==> config.mk <==
export PLATFORM = sky130hd
export DESIGN_NAME = uart_header_length_framer_flat
export DESIGN_NICKNAME = d
export VERILOG_FILES = /design/src/sv/uhlf_pkg.sv /design/src/sv/uhlf_if.sv /design/src/sv/uhlf_store.sv /design/src/sv/uart_header_length_framer.sv /design/src/flat_wrapper.sv
export SDC_FILE = /design/constraint.sdc
export NUM_CORES = 1
export LEC_CHECK = 0
export ABC_AREA = 1
export BUFFER_PORTS_ARGS = -buffer_cell sky130_fd_sc_hd__buf_2
export CORE_UTILIZATION = 48
export CTS_BUF_LIST = sky130_fd_sc_hd__clkbuf_8
export DETAILED_ROUTE_END_ITERATION = 16
export GPL_ROUTABILITY_DRIVEN = 0
export PLACE_DENSITY_LB_ADDON = 0.2
export SYNTH_ARGS = -nofsm -noshare
export SYNTH_HDL_FRONTEND = slang
export SYNTH_HIERARCHICAL = 1
export SYNTH_SLANG_ARGS = --single-unit
==> constraint.sdc <==
create_clock -name clk_i -period 3 [get_ports clk_i]
set_input_delay 0.15 -clock clk_i [delete_from_list [all_inputs] [get_ports clk_i]]
set_output_delay 0.15 -clock clk_i [all_outputs]
set_load 0.1 [all_outputs]
==> src/sv/uhlf_pkg.sv <==
`timescale 1ns / 1ps
// ----------------------------------------------------------------------------
// uhlf_pkg
// Types and constants of the sync-pair, length-prefixed frame receiver.
// ----------------------------------------------------------------------------
package uhlf_pkg;

  localparam int BYTE_W = 8;
  localparam int IDX_W = 4;
  localparam int FUNC_W = 2;
  localparam int APB_ADDR_W = 3;
  localparam int APB_DATA_W = 32;

  localparam int BUF_DEPTH_DEF = 16;
  localparam int MAX_INDEX_DEF = 8;

  // slot that holds the payload length, and its bias in the end compare
  localparam logic [IDX_W-1:0] LEN_SLOT = 4'd2;
  localparam logic [BYTE_W:0] LEN_OFFSET = 9'd2;

  localparam logic [BYTE_W-1:0] SYNC_SECOND_RST = 8'd85;
  localparam logic [BYTE_W-1:0] SYNC_FIRST_RST = 8'd170;

  typedef enum logic [FUNC_W-1:0] {
    FUNC_RX   = 2'd0,
    FUNC_ACK  = 2'd1,
    FUNC_READ = 2'd2,
    FUNC_NOP  = 2'd3
  } func_e;

  typedef enum logic {
    CFG_SYNC_SECOND = 1'b0,
    CFG_SYNC_FIRST  = 1'b1
  } cfg_reg_e;

  // request from the control path to the frame store
  typedef struct packed {
    logic             we;
    logic [IDX_W-1:0] waddr;
    logic [BYTE_W-1:0] wdata;
    logic             re;
    logic [IDX_W-1:0] raddr;
  } store_req_t;

endpackage

==> src/sv/uhlf_if.sv <==
`timescale 1ns / 1ps
// ----------------------------------------------------------------------------
// uhlf_in_if / uhlf_out_if
// Valid/ready channels carrying requests into and results out of the framer.
// ----------------------------------------------------------------------------
interface uhlf_in_if;
  logic                          valid;
  logic                          ready;
  logic [uhlf_pkg::FUNC_W-1:0]   func;
  logic [uhlf_pkg::BYTE_W-1:0]   rx_byte;
  logic [uhlf_pkg::IDX_W-1:0]    read_index;

  modport source (output valid, output func, output rx_byte, output read_index,
                  input ready);
  modport sink (input valid, input func, input rx_byte, input read_index,
                output ready);
endinterface

interface uhlf_out_if;
  logic                          valid;
  logic                          ready;
  logic                          frame_ready;
  logic                          frame_done;
  logic                          frame_aborted;
  logic [uhlf_pkg::IDX_W-1:0]    fill_index;
  logic [uhlf_pkg::BYTE_W-1:0]   read_data;

  modport source (output valid, output frame_ready, output frame_done,
                  output frame_aborted, output fill_index, output read_data,
                  input ready);
  modport sink (input valid, input frame_ready, input frame_done,
                input frame_aborted, input fill_index, input read_data,
                output ready);
endinterface

==> src/sv/uhlf_store.sv <==
`timescale 1ns / 1ps
// ----------------------------------------------------------------------------
// uhlf_store
// Frame byte store: one write port, one read port with registered data.
// ----------------------------------------------------------------------------
module uhlf_store #(
  parameter int BUF_DEPTH = uhlf_pkg::BUF_DEPTH_DEF
) (
  input  logic                        clk_i,
  input  uhlf_pkg::store_req_t        req_i,
  output logic [uhlf_pkg::BYTE_W-1:0] rdata_o
);

  localparam int AW = $clog2(BUF_DEPTH);

  logic [uhlf_pkg::BYTE_W-1:0] mem [BUF_DEPTH];
  logic [uhlf_pkg::BYTE_W-1:0] rdata_q;
  logic [AW-1:0]               waddr;
  logic [AW-1:0]               raddr;

  assign waddr = AW'(req_i.waddr);
  assign raddr = AW'(req_i.raddr);

  always_ff @(posedge clk_i) begin
    if (req_i.we) begin
      mem[waddr] <= req_i.wdata;
    end
  end

  always_ff @(posedge clk_i) begin
    if (req_i.re) begin
      rdata_q <= mem[raddr];
    end
  end

  assign rdata_o = rdata_q;

endmodule

==> src/sv/uart_header_length_framer.sv <==
`timescale 1ns / 1ps
// ----------------------------------------------------------------------------
// uart_header_length_framer
// Hunts a two-byte sync pair in a byte stream and collects a length-prefixed
// frame, with acknowledge and buffer read requests on the same channel.
// ----------------------------------------------------------------------------
// usage:
//   in_i carries one request per handshake: receive a byte, acknowledge the
//   waiting frame, read a buffer slot, or no operation.
//   out_o returns exactly one result per request, in order.
//   the APB port holds the two sync byte values; write it only while idle.
// latency and throughput:
//   a result shows on out_o the cycle after its request is accepted; one request
//   per cycle unless stalled; the state update and the store write are a single
//   registered pass, and the store read port is registered with the result.
// reset:
//   byte history, frame state, index and ready flag clear; sync bytes return
//   to 0xAA then 0x55. the frame store is not cleared; slots are valid once
//   a frame has written them.
// stall:
//   a result waits in the output register while out_o is not ready; a new
//   request is taken in the same cycle the waiting result leaves.
// ----------------------------------------------------------------------------
module uart_header_length_framer #(
  parameter int BUF_DEPTH = uhlf_pkg::BUF_DEPTH_DEF,
  parameter int MAX_INDEX = uhlf_pkg::MAX_INDEX_DEF
) (
  input  logic                            clk_i,
  input  logic                            rst_ni,
  uhlf_in_if.sink                         in_i,
  uhlf_out_if.source                      out_o,
  input  logic                            psel,
  input  logic                            penable,
  input  logic                            pwrite,
  input  logic [uhlf_pkg::APB_ADDR_W-1:0] paddr,
  input  logic [uhlf_pkg::APB_DATA_W-1:0] pwdata,
  output logic [uhlf_pkg::APB_DATA_W-1:0] prdata,
  output logic                            pready
);

  localparam int BW = uhlf_pkg::BYTE_W;
  localparam int IW = uhlf_pkg::IDX_W;

  // configuration
  logic [BW-1:0] sync_second_q;
  logic [BW-1:0] sync_first_q;
  logic          cfg_wr;
  uhlf_pkg::cfg_reg_e cfg_sel;

  // frame state
  logic [BW-1:0] newest_q, newest_d;
  logic          in_frame_q, in_frame_d;
  logic [IW-1:0] idx_q, idx_d;
  logic          rdy_q, rdy_d;
  logic [BW-1:0] slot0_q, slot0_d;
  logic [BW-1:0] len_q, len_d;

  // result register
  logic          out_valid_q;
  logic          done_q, done_d;
  logic          abort_q, abort_d;
  logic          rd_mem_q, rd_mem_d;
  logic          rd_zero_q, rd_zero_d;
  logic [BW-1:0] store_rdata;

  logic          accept;
  logic          sync_hit;
  logic [IW-1:0] idx_inc;
  logic [IW-1:0] idx_new;
  logic [BW-1:0] len_eff;
  logic          rd_in_range;
  uhlf_pkg::store_req_t store_req;

  // ---------------------------------------------------------------- APB port
  assign pready  = 1'b1;
  assign cfg_wr  = psel && penable && pwrite;
  assign cfg_sel = uhlf_pkg::cfg_reg_e'(paddr[2]);

  always_comb begin
    unique case (cfg_sel)
      uhlf_pkg::CFG_SYNC_SECOND: prdata = uhlf_pkg::APB_DATA_W'(sync_second_q);
      uhlf_pkg::CFG_SYNC_FIRST:  prdata = uhlf_pkg::APB_DATA_W'(sync_first_q);
      default:                   prdata = '0;
    endcase
  end

  always_ff @(posedge clk_i or negedge rst_ni) begin
    if (!rst_ni) begin
      sync_second_q <= uhlf_pkg::SYNC_SECOND_RST;
      sync_first_q  <= uhlf_pkg::SYNC_FIRST_RST;
    end else if (cfg_wr) begin
      unique case (cfg_sel)
        uhlf_pkg::CFG_SYNC_SECOND: sync_second_q <= pwdata[BW-1:0];
        uhlf_pkg::CFG_SYNC_FIRST:  sync_first_q  <= pwdata[BW-1:0];
        default: ;
      endcase
    end
  end

  // ---------------------------------------------------------------- handshake
  assign in_i.ready = !out_valid_q || out_o.ready;
  assign accept     = in_i.valid && in_i.ready;

  // ---------------------------------------------------------------- step logic
  // the byte before the incoming one is the one held in newest_q
  assign sync_hit = in_frame_q ||
                    (in_i.rx_byte == sync_second_q && newest_q == sync_first_q);
  assign idx_inc  = idx_q + IW'(1);
  assign idx_new  = (32'(idx_inc) >= BUF_DEPTH) ? '0 : idx_inc;
  // length byte lands in this step when the new index is the length slot
  assign len_eff  = (idx_new == uhlf_pkg::LEN_SLOT) ? in_i.rx_byte : len_q;
  assign rd_in_range = 32'(in_i.read_index) < BUF_DEPTH;

  always_comb begin
    newest_d   = newest_q;
    in_frame_d = in_frame_q;
    idx_d      = idx_q;
    rdy_d      = rdy_q;
    slot0_d    = slot0_q;
    len_d      = len_q;
    done_d     = 1'b0;
    abort_d    = 1'b0;
    rd_mem_d   = 1'b0;
    rd_zero_d  = 1'b0;
    store_req  = '0;
    store_req.waddr = idx_new;
    store_req.wdata = in_i.rx_byte;
    store_req.raddr = in_i.read_index;

    unique case (uhlf_pkg::func_e'(in_i.func))
      uhlf_pkg::FUNC_RX: begin
        newest_d = in_i.rx_byte;
        if (sync_hit) begin
          in_frame_d = 1'b1;
          // slot 0 lives in its own register so completion can load it too
          if (idx_new == '0) begin
            slot0_d = in_i.rx_byte;
          end else begin
            store_req.we = accept;
          end
          if (idx_new == uhlf_pkg::LEN_SLOT) begin
            len_d = in_i.rx_byte;
          end
          if (idx_new > IW'(MAX_INDEX)) begin
            in_frame_d = 1'b0;
            rdy_d      = 1'b0;
            idx_d      = '0;
            abort_d    = 1'b1;
          end else if ((BW+1)'(idx_new) >= ({1'b0, len_eff} + uhlf_pkg::LEN_OFFSET))
          begin
            if (!rdy_q) begin
              slot0_d = sync_first_q;
              rdy_d   = 1'b1;
            end
            idx_d      = '0;
            in_frame_d = 1'b0;
            done_d     = 1'b1;
          end else begin
            idx_d = idx_new;
          end
        end
      end
      uhlf_pkg::FUNC_ACK: begin
        rdy_d = 1'b0;
      end
      uhlf_pkg::FUNC_READ: begin
        rd_zero_d    = in_i.read_index == '0;
        rd_mem_d     = rd_in_range && (in_i.read_index != '0);
        store_req.re = accept && rd_mem_d;
      end
      uhlf_pkg::FUNC_NOP: begin
      end
      default: begin
      end
    endcase
  end

  uhlf_store #(
    .BUF_DEPTH(BUF_DEPTH)
  ) u_uhlf_store (
    .clk_i  (clk_i),
    .req_i  (store_req),
    .rdata_o(store_rdata)
  );

  // ---------------------------------------------------------------- registers
  always_ff @(posedge clk_i or negedge rst_ni) begin
    if (!rst_ni) begin
      newest_q    <= '0;
      in_frame_q  <= 1'b0;
      idx_q       <= '0;
      rdy_q       <= 1'b0;
      out_valid_q <= 1'b0;
    end else begin
      if (accept) begin
        newest_q   <= newest_d;
        in_frame_q <= in_frame_d;
        idx_q      <= idx_d;
        rdy_q      <= rdy_d;
      end
      out_valid_q <= accept || (out_valid_q && !out_o.ready);
    end
  end

  always_ff @(posedge clk_i) begin
    if (accept) begin
      slot0_q   <= slot0_d;
      len_q     <= len_d;
      done_q    <= done_d;
      abort_q   <= abort_d;
      rd_mem_q  <= rd_mem_d;
      rd_zero_q <= rd_zero_d;
    end
  end

  // ---------------------------------------------------------------- outputs
  // the state registers already hold the post-step values of the waiting result
  assign out_o.valid         = out_valid_q;
  assign out_o.frame_ready   = rdy_q;
  assign out_o.frame_done    = done_q;
  assign out_o.frame_aborted = abort_q;
  assign out_o.fill_index    = idx_q;
  assign out_o.read_data     = rd_mem_q  ? store_rdata :
                               rd_zero_q ? slot0_q     : '0;

endmodule

==> src/flat_wrapper.sv <==
// flat-port wrapper written by rule: the top's interface ports become plain ports
module uart_header_length_framer_flat 
#(
  parameter int BUF_DEPTH = uhlf_pkg::BUF_DEPTH_DEF,
  parameter int MAX_INDEX = uhlf_pkg::MAX_INDEX_DEF
)
  (clk_i, rst_ni, psel, penable, pwrite, paddr, pwdata, prdata, pready, in_i_valid, in_i_func, in_i_rx_byte, in_i_read_index, in_i_ready, out_o_valid, out_o_frame_ready, out_o_frame_done, out_o_frame_aborted, out_o_fill_index, out_o_read_data, out_o_ready);
  uhlf_in_if in_i_i ();
  uhlf_out_if out_o_i ();
  input  logic clk_i;
  input  logic rst_ni;
  input  logic psel;
  input  logic penable;
  input  logic pwrite;
  input  logic [uhlf_pkg::APB_ADDR_W-1:0] paddr;
  input  logic [uhlf_pkg::APB_DATA_W-1:0] pwdata;
  output logic [uhlf_pkg::APB_DATA_W-1:0] prdata;
  output logic pready;
  input wire logic [$bits(in_i_i.valid)-1:0] in_i_valid;
  input wire logic [$bits(in_i_i.func)-1:0] in_i_func;
  input wire logic [$bits(in_i_i.rx_byte)-1:0] in_i_rx_byte;
  input wire logic [$bits(in_i_i.read_index)-1:0] in_i_read_index;
  output wire logic [$bits(in_i_i.ready)-1:0] in_i_ready;
  output wire logic [$bits(out_o_i.valid)-1:0] out_o_valid;
  output wire logic [$bits(out_o_i.frame_ready)-1:0] out_o_frame_ready;
  output wire logic [$bits(out_o_i.frame_done)-1:0] out_o_frame_done;
  output wire logic [$bits(out_o_i.frame_aborted)-1:0] out_o_frame_aborted;
  output wire logic [$bits(out_o_i.fill_index)-1:0] out_o_fill_index;
  output wire logic [$bits(out_o_i.read_data)-1:0] out_o_read_data;
  input wire logic [$bits(out_o_i.ready)-1:0] out_o_ready;
  assign in_i_i.valid = in_i_valid;
  assign in_i_i.func = in_i_func;
  assign in_i_i.rx_byte = in_i_rx_byte;
  assign in_i_i.read_index = in_i_read_index;
  assign in_i_ready = in_i_i.ready;
  assign out_o_valid = out_o_i.valid;
  assign out_o_frame_ready = out_o_i.frame_ready;
  assign out_o_frame_done = out_o_i.frame_done;
  assign out_o_frame_aborted = out_o_i.frame_aborted;
  assign out_o_fill_index = out_o_i.fill_index;
  assign out_o_read_data = out_o_i.read_data;
  assign out_o_i.ready = out_o_ready;
  uart_header_length_framer #(.BUF_DEPTH(BUF_DEPTH), .MAX_INDEX(MAX_INDEX)) u_core (.clk_i(clk_i), .rst_ni(rst_ni), .in_i(in_i_i), .out_o(out_o_i), .psel(psel), .penable(penable), .pwrite(pwrite), .paddr(paddr), .pwdata(pwdata), .prdata(prdata), .pready(pready));
endmodule
==> qor.txt, run 1 <==
ANT cells - 0
# clock sinks - 187
Clock Latency Late Sink - 0.46 ns
Max-cap viol count - 0
DR iter-0 viols - 541
Max incr delay on CP - 0.52 ns
Worst path most repeated cell - nand2_4
Layout cells sized above 1 - 19.3%
FILL cells - 1577
I/O Buffers - 54
Top cells by area, synth - edfxtp_1 52%, nand2_1 11%, inv_1 6.6%, dfrtp_1 6.4%, nand3_1 6.1%
Total Wirelength - 20300 um
Die Span Y - 139 um
TritonCTS Buffers - 17
Count leader, synth - nand2_1
GRT Util Overall - 22.1%
Largest net degree at the start of global routing - 40
Pwr Total - 7.02 mW
Power Density - 680 nW/um^2
Min-delay worst type - in -> reg
CP Class - reg -> reg
Antenna violations before repair - 0
Residual DRC - 7
Worst-path clk slew - 0.10 ns
Worst slew pin tran - 0.724 ns
Reg2Reg Setup Slack - -0.04 ns
Vias in the first global route - 6119
Crit path launch type - flop
Cell count after synthesis - 935
Final Hold Viols - 0
Clk_skew - 0.0139 ns
P_leak - 4.63 nW
Synth Area per Inst - 9.61 um^2
Max-slew violations - 0
Post-Place Worst Slack - -0.0282 ns
Finished Layout Cells - 1281
# IOs - 106
Final worst setup slack - -0.0403 ns
CTS H-tree lvls - 4
Initial Util - 49.5%
Drt first pass iters - 11
Largest area contributor in the netlist - edfxtp_1
Ys async rst share - 16.6%
Yosys reg bits - 187
Dpl cells - 1227
# setup viols final - 9
Die area - 19300 um^2
VDD IR max - 821 uV
Post-synth EDFFs - 156
Mapped cell area - 8990 um^2
Status - complete, but fails checks
Synth top cells by count - 271 x nand2_1, 157 x inv_1, 156 x edfxtp_1
Worst EP required - 3.31 ns
First-pass GRT wire length - 32300 um
Critical path's slowest cell - dfrtp_4
Fmax - 0.329 GHz
Nature of the critical path endpoint - flop
Layout area overhead - 14.9%
CP Buf/Inv Count - 2
Final Cycle Share - 101%
Num rows - 49
Violated checks - design-rule violations, negative setup slack
CTS tree - done
Min Clock Period, post-route - 3.04 ns
RSZ-0062 raised after global routing - yes
Post-DRT Antenna Nets - 0
Largest delay share family, worst path - simple AND/OR/NAND/NOR gates
Die Width - 139 um
Top-area cell type share of the netlist area - 52.1%
Final hold slack - 0.0596 ns
Core Util, Final - 56.9%
Top FF cell, synth - edfxtp_1
Grt ovf - 0
Crit Path Max Fanout - 7
Register area share after synthesis - 60.9%
Clock root buffer - clkbuf_8
Dpl cell area - 9660 um^2
Vias - 6366
Post-DR wirelength/cell - 15.8 um
Core region area - 18100 um^2
DP Wirelength - 13200 um
YS warnings - 6
Relative slew slack - 51.3%
Total Nets Final - 1102
Final instance area - 10300 um^2
Cell variety after synth - 35
Clock Path Buffers - 2
Vias per cell - 4.97
Setup TNS - -0.212 ns
WP data arrival - 3.35 ns
Critical Path, Cell by Cell - ha_4 -> nand2_4 -> nand2_4 -> nor2_8 -> nand2_4 -> nand2_4 -> nand2_4 -> ha_4 -> inv_2 -> ha_4 -> nand3_2 -> nand2_1 -> nand2_1 -> nand2_1 -> nor2_1 -> nor2_1 -> nand2_1 -> nor2_4 -> nand4_4 -> buf_4 -> o21ai_2
-- metal layers --
| layer | share of wire [%] | global-route usage, % | vias up |
|---|---|---|---|
| li1 | - | - | 3160 |
| met1 | 44 | 29.1 | 2992 |
| met2 | 48 | 37.1 | 189 |
| met3 | 4.4 | 2.80 | 25 |
| met4 | 2.9 | 9.42 | 0 |
| met5 | 0 | 0 | - |
-- path summary, 6_finish.rpt --
kind / from / end / cells past startpoint
setup / recovery: u_core/out_o.fill_index[0]$_DFFE_PN0P_ / u_core/slot0_q[0]$_DFFE_PP_ / 21
hold / removal: in_i_func[0] / u_core/rd_mem_q$_SDFFCE_PN0P_ / 2
setup reg to reg: u_core/out_o.fill_index[0]$_DFFE_PN0P_ / u_core/slot0_q[0]$_DFFE_PP_ / 21
hold reg to reg: u_core/sync_first_q[1]$_DFFE_PN1P_ / u_core/sync_first_q[1]$_DFFE_PN1P_ / 2
max in group asynchronous: rst_ni / u_core/out_o.fill_index[1]$_DFFE_PN0P_ / 2
min in group asynchronous: rst_ni / u_core/sync_first_q[2]$_DFFE_PN0P_ / 2
-- cell families after synthesis --
group	after synthesis	share of synthesized area [%]
compound gates	62	3.91
flops	187	60.9
mux	4	0.501
simple gates	444	21.4
xor+xnor	13	1.27
fa+ha+maj	7	0.974
buf+inv	216	11.0
other cells	2	0.0836
-- cell usage in the layout (no fill, tap or decap), types with 3 or more instances in the layout --
cell,synthesis,layout
xnor2_1,9,9
conb_1,2,25
clkbuf_8,0,17
buf_4,29,46
dlygate4sd3_1,0,13
o21ai_1,3,3
ha_1,7,3
o21ai_0,48,48
inv_1,157,157
nand4_1,4,4
nand3_1,110,108
xor2_1,4,4
nor3_1,4,3
nor2_1,34,33
buf_2,13,54
nand2_1,271,257
buf_6,7,3
nand2_2,7,15
dfrtp_1,23,19
nand2_4,3,8
edfxtp_1,156,156
clkinv_2,0,3
inv_2,3,7
dfstp_2,8,8
ha_4,0,4
mux2_2,4,4
o21ai_2,8,8
-- where the power goes --
| part | switching [mW] | internal (mW) | leakage, nW |
|---|---|---|---|
| Combinational | 1.62 | 0.684 | 2.66 |
| Sequential | 0.117 | 3.00 | 1.77 |
| Clock | 0.868 | 0.727 | 0.199 |
| Total | 2.61 | 4.41 | 4.63 |
-- registers in the layout (all words and copies together), names as in the netlist --
signal	cells
u_core/sync_second_q	8
u_core/rd_mem_q	1
u_core/out_o.frame_done	1
u_core/u_uhlf_store/mem	128
u_core/sync_first_q	8
u_core/in_frame_q	1
u_core/len_q	8
u_core/u_uhlf_store/rdata_o	8
u_core/out_o.fill_index	4
u_core/newest_q	8
u_core/out_o.valid	1
u_core/out_o.frame_ready	1
u_core/rd_zero_q	1
u_core/slot0_q	8
u_core/out_o.frame_aborted	1
-- what timing repair did --
action | CTS | global route
pin swaps | 4 | 17
endpoints found under the hold margin | 42 | 0
buffers inserted | 7 | 1
gates cloned | 1 | 0
setup endpoints to repair | 7 | 15
gates resized for setup | 5 | 16
hold buffers | 13 | 0
-- final cells by class --
cell class / count / area [um^2] / area share [%]
Tap cell: 229 / 287 / 2.77
Sequential cell: 187 / 5480 / 53.1
Clock inverter: 15 / 135 / 1.31
Clock buffer: 17 / 234 / 2.27
Inverter: 160 / 601 / 5.82
Timing Repair Buffer: 117 / 800 / 7.74
Multi-Input combinational cell: 556 / 2790 / 27.0
-- worst register-to-register path, delay by kind of cell, from the launching register on --
kind                       cells  cell delay (ns)
buffers and inverters          2             0.24
adders and majority gates      3             0.72
DFF                            1             0.52
AOI/OAI and AO/OA              1             0.09
and+or+nand+nor               15             1.30
No activity file was read; power rests on OpenSTA's default activity.
==> run 2, diff against run 1 <==
--- a/config.mk
+++ b/config.mk
@@ -7,6 +7,8 @@
 export LEC_CHECK = 0
 export ABC_AREA = 1
 export BUFFER_PORTS_ARGS = -buffer_cell sky130_fd_sc_hd__buf_2
+export CAP_MARGIN = 20
+export CORE_MARGIN = 5
 export CORE_UTILIZATION = 48
 export CTS_BUF_LIST = sky130_fd_sc_hd__clkbuf_8
 export DETAILED_ROUTE_END_ITERATION = 16
==> constraint.sdc (replaced) <==
create_clock -name clk_i -period 3.55 [get_ports clk_i]
set_input_delay 0.1775 -clock clk_i [delete_from_list [all_inputs] [get_ports clk_i]]
set_output_delay 0.1775 -clock clk_i [all_outputs]
set_load 0.1 [all_outputs]
==> qor.txt, run 2 (synthesized netlist as in run 1, its figures left out) <==
Register bank with the most flops - u_core/u_uhlf_store/mem
Hold_sp - in_i_func[0]
Clock Latency Late Sink - 0.46 ns (about the same)
Max-slew violations - 0 (unchanged)
Final Hold Viols - 0 (unchanged)
CP Class - reg -> reg
Total Wirelength - 20100 um (-0.90%)
Critical Path, Cell by Cell - ha_1 -> inv_1 -> nand2_1 -> nand2_4 -> nor2_8 -> nand2_4 -> nand2_1 -> nand2_1 -> ha_1 -> inv_1 -> nand2_2 -> nand2_1 -> inv_1 -> ha_1 -> nand2_1 -> nor2_1 -> nor2_1 -> nor2_1 -> nand2_1 -> nor2_4 -> nand4_4 -> buf_12 -> nand2_1 -> o21ai_2
Vias per cell - 4.90 (-1.4%)
Max incr delay on CP - 0.42 ns (-0.10 ns)
Residual DRC - 0 (-7)
VDD IR max - 397 uV (-52%)
I/O Buffers - 54 (unchanged)
R2r startpoint - u_core/out_o.fill_index[1]$_DFFE_PN0P_
Final Cycle Share - 91.7% (-9.6 points)
Most common cell after layout, fill and taps aside - nand2_1
Final hold slack - 0.0682 ns (+0.00858 ns)
Worst path most repeated cell - nand2_1
Clk_skew - 0.0121 ns (-0.00175 ns)
# clock sinks - 187 (unchanged)
Die area - 21600 um^2 (+12%)
DR iter-0 viols - 394 (-27%)
Critical path's slowest cell - dfrtp_2
Reg2reg path depth - 24 (+14%)
Post-DR wirelength/cell - 16.0 um (+0.99%)
# IOs - 106 (unchanged)
Largest delay share family, worst path - simple AND/OR/NAND/NOR gates
ANT cells - 0 (unchanged)
Hold Crit Endpoint - u_core/rd_mem_q$_SDFFCE_PN0P_
Reg2Reg Setup Slack - 0.29 ns (+0.33 ns)
FILL cells - 1661 (+5.3%)
DP Wirelength - 13300 um (+0.74%)
Clock Path Buffers - 2 (unchanged)
Clock root buffer - clkbuf_8
Core region area - 18600 um^2 (+2.4%)
Antenna violations before repair - 0 (unchanged)
Post-DRT Antenna Nets - 0 (unchanged)
Worst slew pin tran - 0.745 ns (+0.0208 ns)
Status - complete, no violations
Largest net degree at the start of global routing - 66 (+65%)
Max reg flops - 128 (unchanged)
Vias - 6158 (-3.3%)
Total Nets Final - 1073 (-2.6%)
Max-cap viol count - 0 (unchanged)
Crit path launch type - flop
Num rows - 50 (+2.0%)
Hold Crit Depth - 2 (unchanged)
Grt ovf - 0 (unchanged)
Vias in the first global route - 5670 (-7.3%)
Nature of the critical path endpoint - flop
P_leak - 4.47 nW (-3.4%)
Fmax - 0.307 GHz (-6.6%)
Relative slew slack - 50.2% (-1.1 points)
First-pass GRT wire length - 31100 um (-3.5%)
TritonCTS Buffers - 17 (unchanged)
Worst-path clk slew - 0.10 ns (about the same)
Die Span Y - 147 um (+5.8%)
RSZ-0062 raised after global routing - no
Min-delay worst type - in -> reg
Setup TNS - 0 ns (+0.212 ns)
WP data arrival - 3.48 ns (+0.13 ns)
CTS H-tree lvls - 4 (unchanged)
Most frequent cells in the layout - 270 x nand2_1, 157 x inv_1, 156 x edfxtp_1, 110 x nand3_1, 54 x buf_2
GRT Util Overall - 18.7% (-3.4 points)
Worst EP required - 3.77 ns (+0.46 ns)
Initial Util - 48.4% (-1.2 points)
Layout area overhead - 10.9%
Worst r2r dst - u_core/slot0_q[2]$_DFFE_PP_
Drt first pass iters - 5 (-6)
CTS tree - done
Crit Path Max Fanout - 16 (+9)
Die Width - 147 um (+5.8%)
Min Clock Period, post-route - 3.26 ns (+0.216 ns)
CP Buf/Inv Count - 4 (+2)
Layout cells sized above 1 - 15.0% (-4.3 points)
# setup viols final - 0 (-9)
Power Density - 570 nW/um^2 (-16%)
run 2: cell count changes in the layout (fill, tap and decap cells not counted), sizes merged:
cell	change
dlygate4sd3	-2
buf	-26
nand4	-1
clkinvlp	+1
clkinv	-1
run 2: layout make-up:
| cell class | count | area (um^2) | share of cell area (%) |
|---|---|---|---|
| sequential | 187 | 5470 | 54.9 |
| inverter | 160 | 601 | 6.02 |
| timing repair buffer | 89 | 586 | 5.87 |
| clock inverter | 15 | 163 | 1.63 |
| multi-input combinational | 555 | 2620 | 26.3 |
| tap | 234 | 293 | 2.94 |
| clock buffer | 17 | 234 | 2.35 |
run 2: worst reg2reg max path: cells and delay by family (launching register included):
kind,cells,cell delay (ns)
AO/OA/AOI/OAI,1,0.05
adder cells (fa/ha/maj),3,0.74
buffers and inverters,4,0.33
flip-flops,1,0.42
AND/OR/NAND/NOR,16,1.50
run 2: timing repair:
action,in CTS,in global routing
buffers inserted,0,1
hold buffers,11,0
endpoints found under the setup margin,0,8
gates resized for setup,0,0
endpoints found under the hold margin,40,0
run 2: how the worst max path moves through the flow:
stage                                  end                              startpoint  depth (start not counted)  slack, ns
2_1_floorplan  u_core/slot0_q[5]$_DFFE_PP_  u_core/out_o.fill_index[2]$_DFFE_PN0P_                         21       0.04
3_3_place_gp   u_core/slot0_q[2]$_DFFE_PP_  u_core/out_o.fill_index[1]$_DFFE_PN0P_                         23       0.27
3_5_place_dp   u_core/slot0_q[2]$_DFFE_PP_  u_core/out_o.fill_index[1]$_DFFE_PN0P_                         23       0.20
4_1_cts        u_core/slot0_q[2]$_DFFE_PP_  u_core/out_o.fill_index[1]$_DFFE_PN0P_                         23       0.18
5_1_grt        u_core/slot0_q[2]$_DFFE_PP_  u_core/out_o.fill_index[1]$_DFFE_PN0P_                         24      0.001
6_report       u_core/slot0_q[2]$_DFFE_PP_  u_core/out_o.fill_index[1]$_DFFE_PN0P_                         24       0.29
run 2: report_power, final:
part,internal (mW),switching (mW)
sequential,2.53,0.0882
combinational,0.406,1.24
clock,0.639,0.786
total,3.58,2.11
run 2: metrics by stage:
stage               cell area (um^2)  power [mW]  util, %  worst slack [ns]  std cells
floorplan                       9080        3.97        -            0.0432        958
global placement                9420        4.28     50.7             0.273       1212
detailed placement              9440        4.30     50.8             0.203       1213
CTS                             9950        5.71     53.5             0.184       1256
global route                    9970        5.99     53.6           0.00117       1257
finish                          9970        5.69     53.6             0.294       1257
run 2: routing by layer:
layer | wire (um) | part of all wire (%) | GRT usage [%] | vias up
met5 | 0 | 0 | 0 | -
met4 | 484 | 2.4 | 6.49 | 0
met3 | 908 | 4.5 | 3.42 | 25
met2 | 9570 | 48 | 30.4 | 147
met1 | 9100 | 45 | 25.5 | 2889
li1 | - | - | - | 3097
==> run 3, diff against run 2 <==
--- a/config.mk
+++ b/config.mk
@@ -13,7 +13,7 @@
 export CTS_BUF_LIST = sky130_fd_sc_hd__clkbuf_8
 export DETAILED_ROUTE_END_ITERATION = 16
 export GPL_ROUTABILITY_DRIVEN = 0
-export PLACE_DENSITY_LB_ADDON = 0.2
+export PLACE_DENSITY = 0.68
 export SYNTH_ARGS = -nofsm -noshare
 export SYNTH_HDL_FRONTEND = slang
 export SYNTH_HIERARCHICAL = 1
==> qor.txt, run 3 (synthesized netlist as in run 1, its figures left out) <==
Reg2Reg Setup Slack - 0.29 ns (about the same)
Worst-path clk slew - 0.09 ns (about the same)
Critical path's slowest cell - dfrtp_2
Vias - 6170 (+0.19%)
Clock Path Buffers - 2 (unchanged)
Worst setup path start - u_core/out_o.fill_index[1]$_DFFE_PN0P_
CP Depth - 23 (-4.2%)
TritonCTS Buffers - 17 (unchanged)
I/O Buffers - 54 (unchanged)
Setup TNS - 0 ns (unchanged)
Max-slew violations - 0 (unchanged)
Register bank with the most flops - u_core/u_uhlf_store/mem
Grt ovf - 0 (unchanged)
# setup viols final - 0 (unchanged)
Most frequent cells in the layout - 270 x nand2_1, 159 x inv_1, 156 x edfxtp_1, 110 x nand3_1, 54 x buf_2
GRT Util Overall - 18.7% (+0.034 points)
Nature of the critical path endpoint - flop
Worst r2r dst - u_core/slot0_q[2]$_DFFE_PP_
Crit path launch type - flop
Critical Path, Cell by Cell - ha_1 -> inv_1 -> nand2_1 -> nand2_4 -> nor2_8 -> nand2_4 -> nand2_1 -> nand2_1 -> ha_1 -> inv_1 -> nand2_2 -> nand2_1 -> inv_1 -> ha_1 -> nand2_1 -> nor2_1 -> nor2_1 -> nor2_1 -> nand2_1 -> nor2_4 -> nand4_4 -> nand2_1 -> o21ai_2
Most common cell after layout, fill and taps aside - nand2_1
P_leak - 4.47 nW (-0.11%)
Crit Path Max Fanout - 9 (-7)
CTS H-tree lvls - 4 (unchanged)
CP Buf/Inv Count - 3 (-1)
Post-DR wirelength/cell - 16.2 um (+1.6%)
CP Class - reg -> reg
First-pass GRT wire length - 31200 um (+0.27%)
Min-delay worst type - in -> reg
Die Width - 147 um (unchanged)
FILL cells - 1654 (-0.42%)
Clock root buffer - clkbuf_8
Post-DRT Antenna Nets - 0 (unchanged)
Min Clock Period, post-route - 3.26 ns (+0.00635 ns)
Final hold slack - 0.0646 ns (-0.00357 ns)
Total Nets Final - 1071 (-0.19%)
ANT cells - 0 (unchanged)
# clock sinks - 187 (unchanged)
Final instance area - 9980 um^2 (about the same)
Worst path most repeated cell - nand2_1
Relative slew slack - 38.1% (-12 points)
Max incr delay on CP - 0.42 ns (about the same)
Num rows - 50 (unchanged)
Vias in the first global route - 5899 (+4.0%)
Residual DRC - 0 (unchanged)
Total Wirelength - 20300 um (+1.4%)
R2r startpoint - u_core/out_o.fill_index[1]$_DFFE_PN0P_
Vias per cell - 4.92 (+0.35%)
Clk_skew - 0.0113 ns (-0.000850 ns)
WP data arrival - 3.48 ns (about the same)
Max-cap viol count - 0 (unchanged)
Worst slew pin tran - 0.927 ns (+0.183 ns)
Final Cycle Share - 91.9% (+0.18 points)
Layout area overhead - 11.0% (about the same)
DP Wirelength - 13100 um (-1.2%)
Fmax - 0.307 GHz (-0.19%)
Status - complete, no violations
Largest delay share family, worst path - simple AND/OR/NAND/NOR gates
Layout cells sized above 1 - 14.6% (-0.36 points)
Final Hold Viols - 0 (unchanged)
Antenna violations before repair - 0 (unchanged)
Dpl cell area - 9410 um^2 (-0.29%)
Power Density - 583 nW/um^2 (+2.3%)
Initial Util - 48.4% (unchanged)
Die area - 21600 um^2 (unchanged)
Worst setup path endpoint - u_core/slot0_q[2]$_DFFE_PP_
Max reg flops - 128 (unchanged)
VDD IR max - 647 uV (+63%)
Die Span Y - 147 um (unchanged)
Clock Latency Late Sink - 0.46 ns (about the same)
Drt first pass iters - 5 (unchanged)
Worst EP required - 3.77 ns (about the same)
RSZ-0062 raised after global routing - no
Reg2reg path depth - 23 (-4.2%)
Largest net degree at the start of global routing - 66 (unchanged)
CTS tree - done
# IOs - 106 (unchanged)
Core region area - 18600 um^2 (unchanged)
DR iter-0 viols - 491 (+25%)
==> run 3: how the worst min path moves through the flow <==
| stage | from | end | slack, ns | cells past startpoint |
|---|---|---|---|---|
| after floorplan | rst_ni | u_core/in_frame_q$_DFFE_PN0P_ | -0.12 | 0 |
| after global placement | rst_ni | u_core/sync_second_q[1]$_DFFE_PN0P_ | 0.26 | 1 |
| after detailed placement | rst_ni | u_core/sync_second_q[1]$_DFFE_PN0P_ | 0.26 | 1 |
| after CTS | in_i_func[0] | u_core/rd_mem_q$_SDFFCE_PN0P_ | 0.04 | 2 |
| after global routing | in_i_func[0] | u_core/rd_mem_q$_SDFFCE_PN0P_ | 0.07 | 2 |
| final | in_i_func[0] | u_core/rd_mem_q$_SDFFCE_PN0P_ | 0.06 | 2 |
==> run 3: where the power goes <==
| part | total [mW] | internal, mW | switching [mW] | leakage, nW |
|---|---|---|---|---|
| clock network | 1.53 | 0.769 | 0.762 | 0.213 |
| logic | 1.67 | 0.402 | 1.27 | 2.48 |
| registers | 2.62 | 2.53 | 0.0883 | 1.77 |
==> run 3: layer usage <==
layer | track usage, % | wire length [um] | vias to the layer above
met5 | 0 | 0 | -
met4 | 6.35 | 462 | 0
met3 | 3.15 | 1090 | 29
met2 | 33.1 | 10400 | 196
met1 | 23.4 | 8400 | 2849
li1 | - | - | 3096
==> run 3: area by class of cell <==
| class | instances | area, um^2 | area share, % |
|---|---|---|---|
| inverters | 160 | 601 | 6.02 |
| clock inverters | 15 | 198 | 1.98 |
| well taps | 234 | 293 | 2.93 |
| flip-flops and latches | 187 | 5470 | 54.9 |
| repair buffers | 86 | 538 | 5.39 |
| multi-input cells | 556 | 2640 | 26.5 |
| clock buffers | 17 | 234 | 2.35 |
==> run 3: timing repair <==
| item | in CTS | in global routing |
|---|---|---|
| hold endpoints to repair | 40 | 0 |
| buffers inserted | 0 | 0 |
| setup endpoints to repair | 0 | 8 |
| resized for setup | 0 | 1 |
| hold buffers | 11 | 0 |
==> run 3: per-stage QoR <==
step	setup WS, ns	std cells	total power, mW	utilization, %
global placement	0.287	1211	4.26	50.7
detailed placement	0.211	1211	4.28	50.7
CTS	0.209	1254	5.81	53.6
floorplan	0.0432	958	3.97	-
global route	0.00373	1255	6.12	53.7
finish	0.288	1255	5.82	53.7
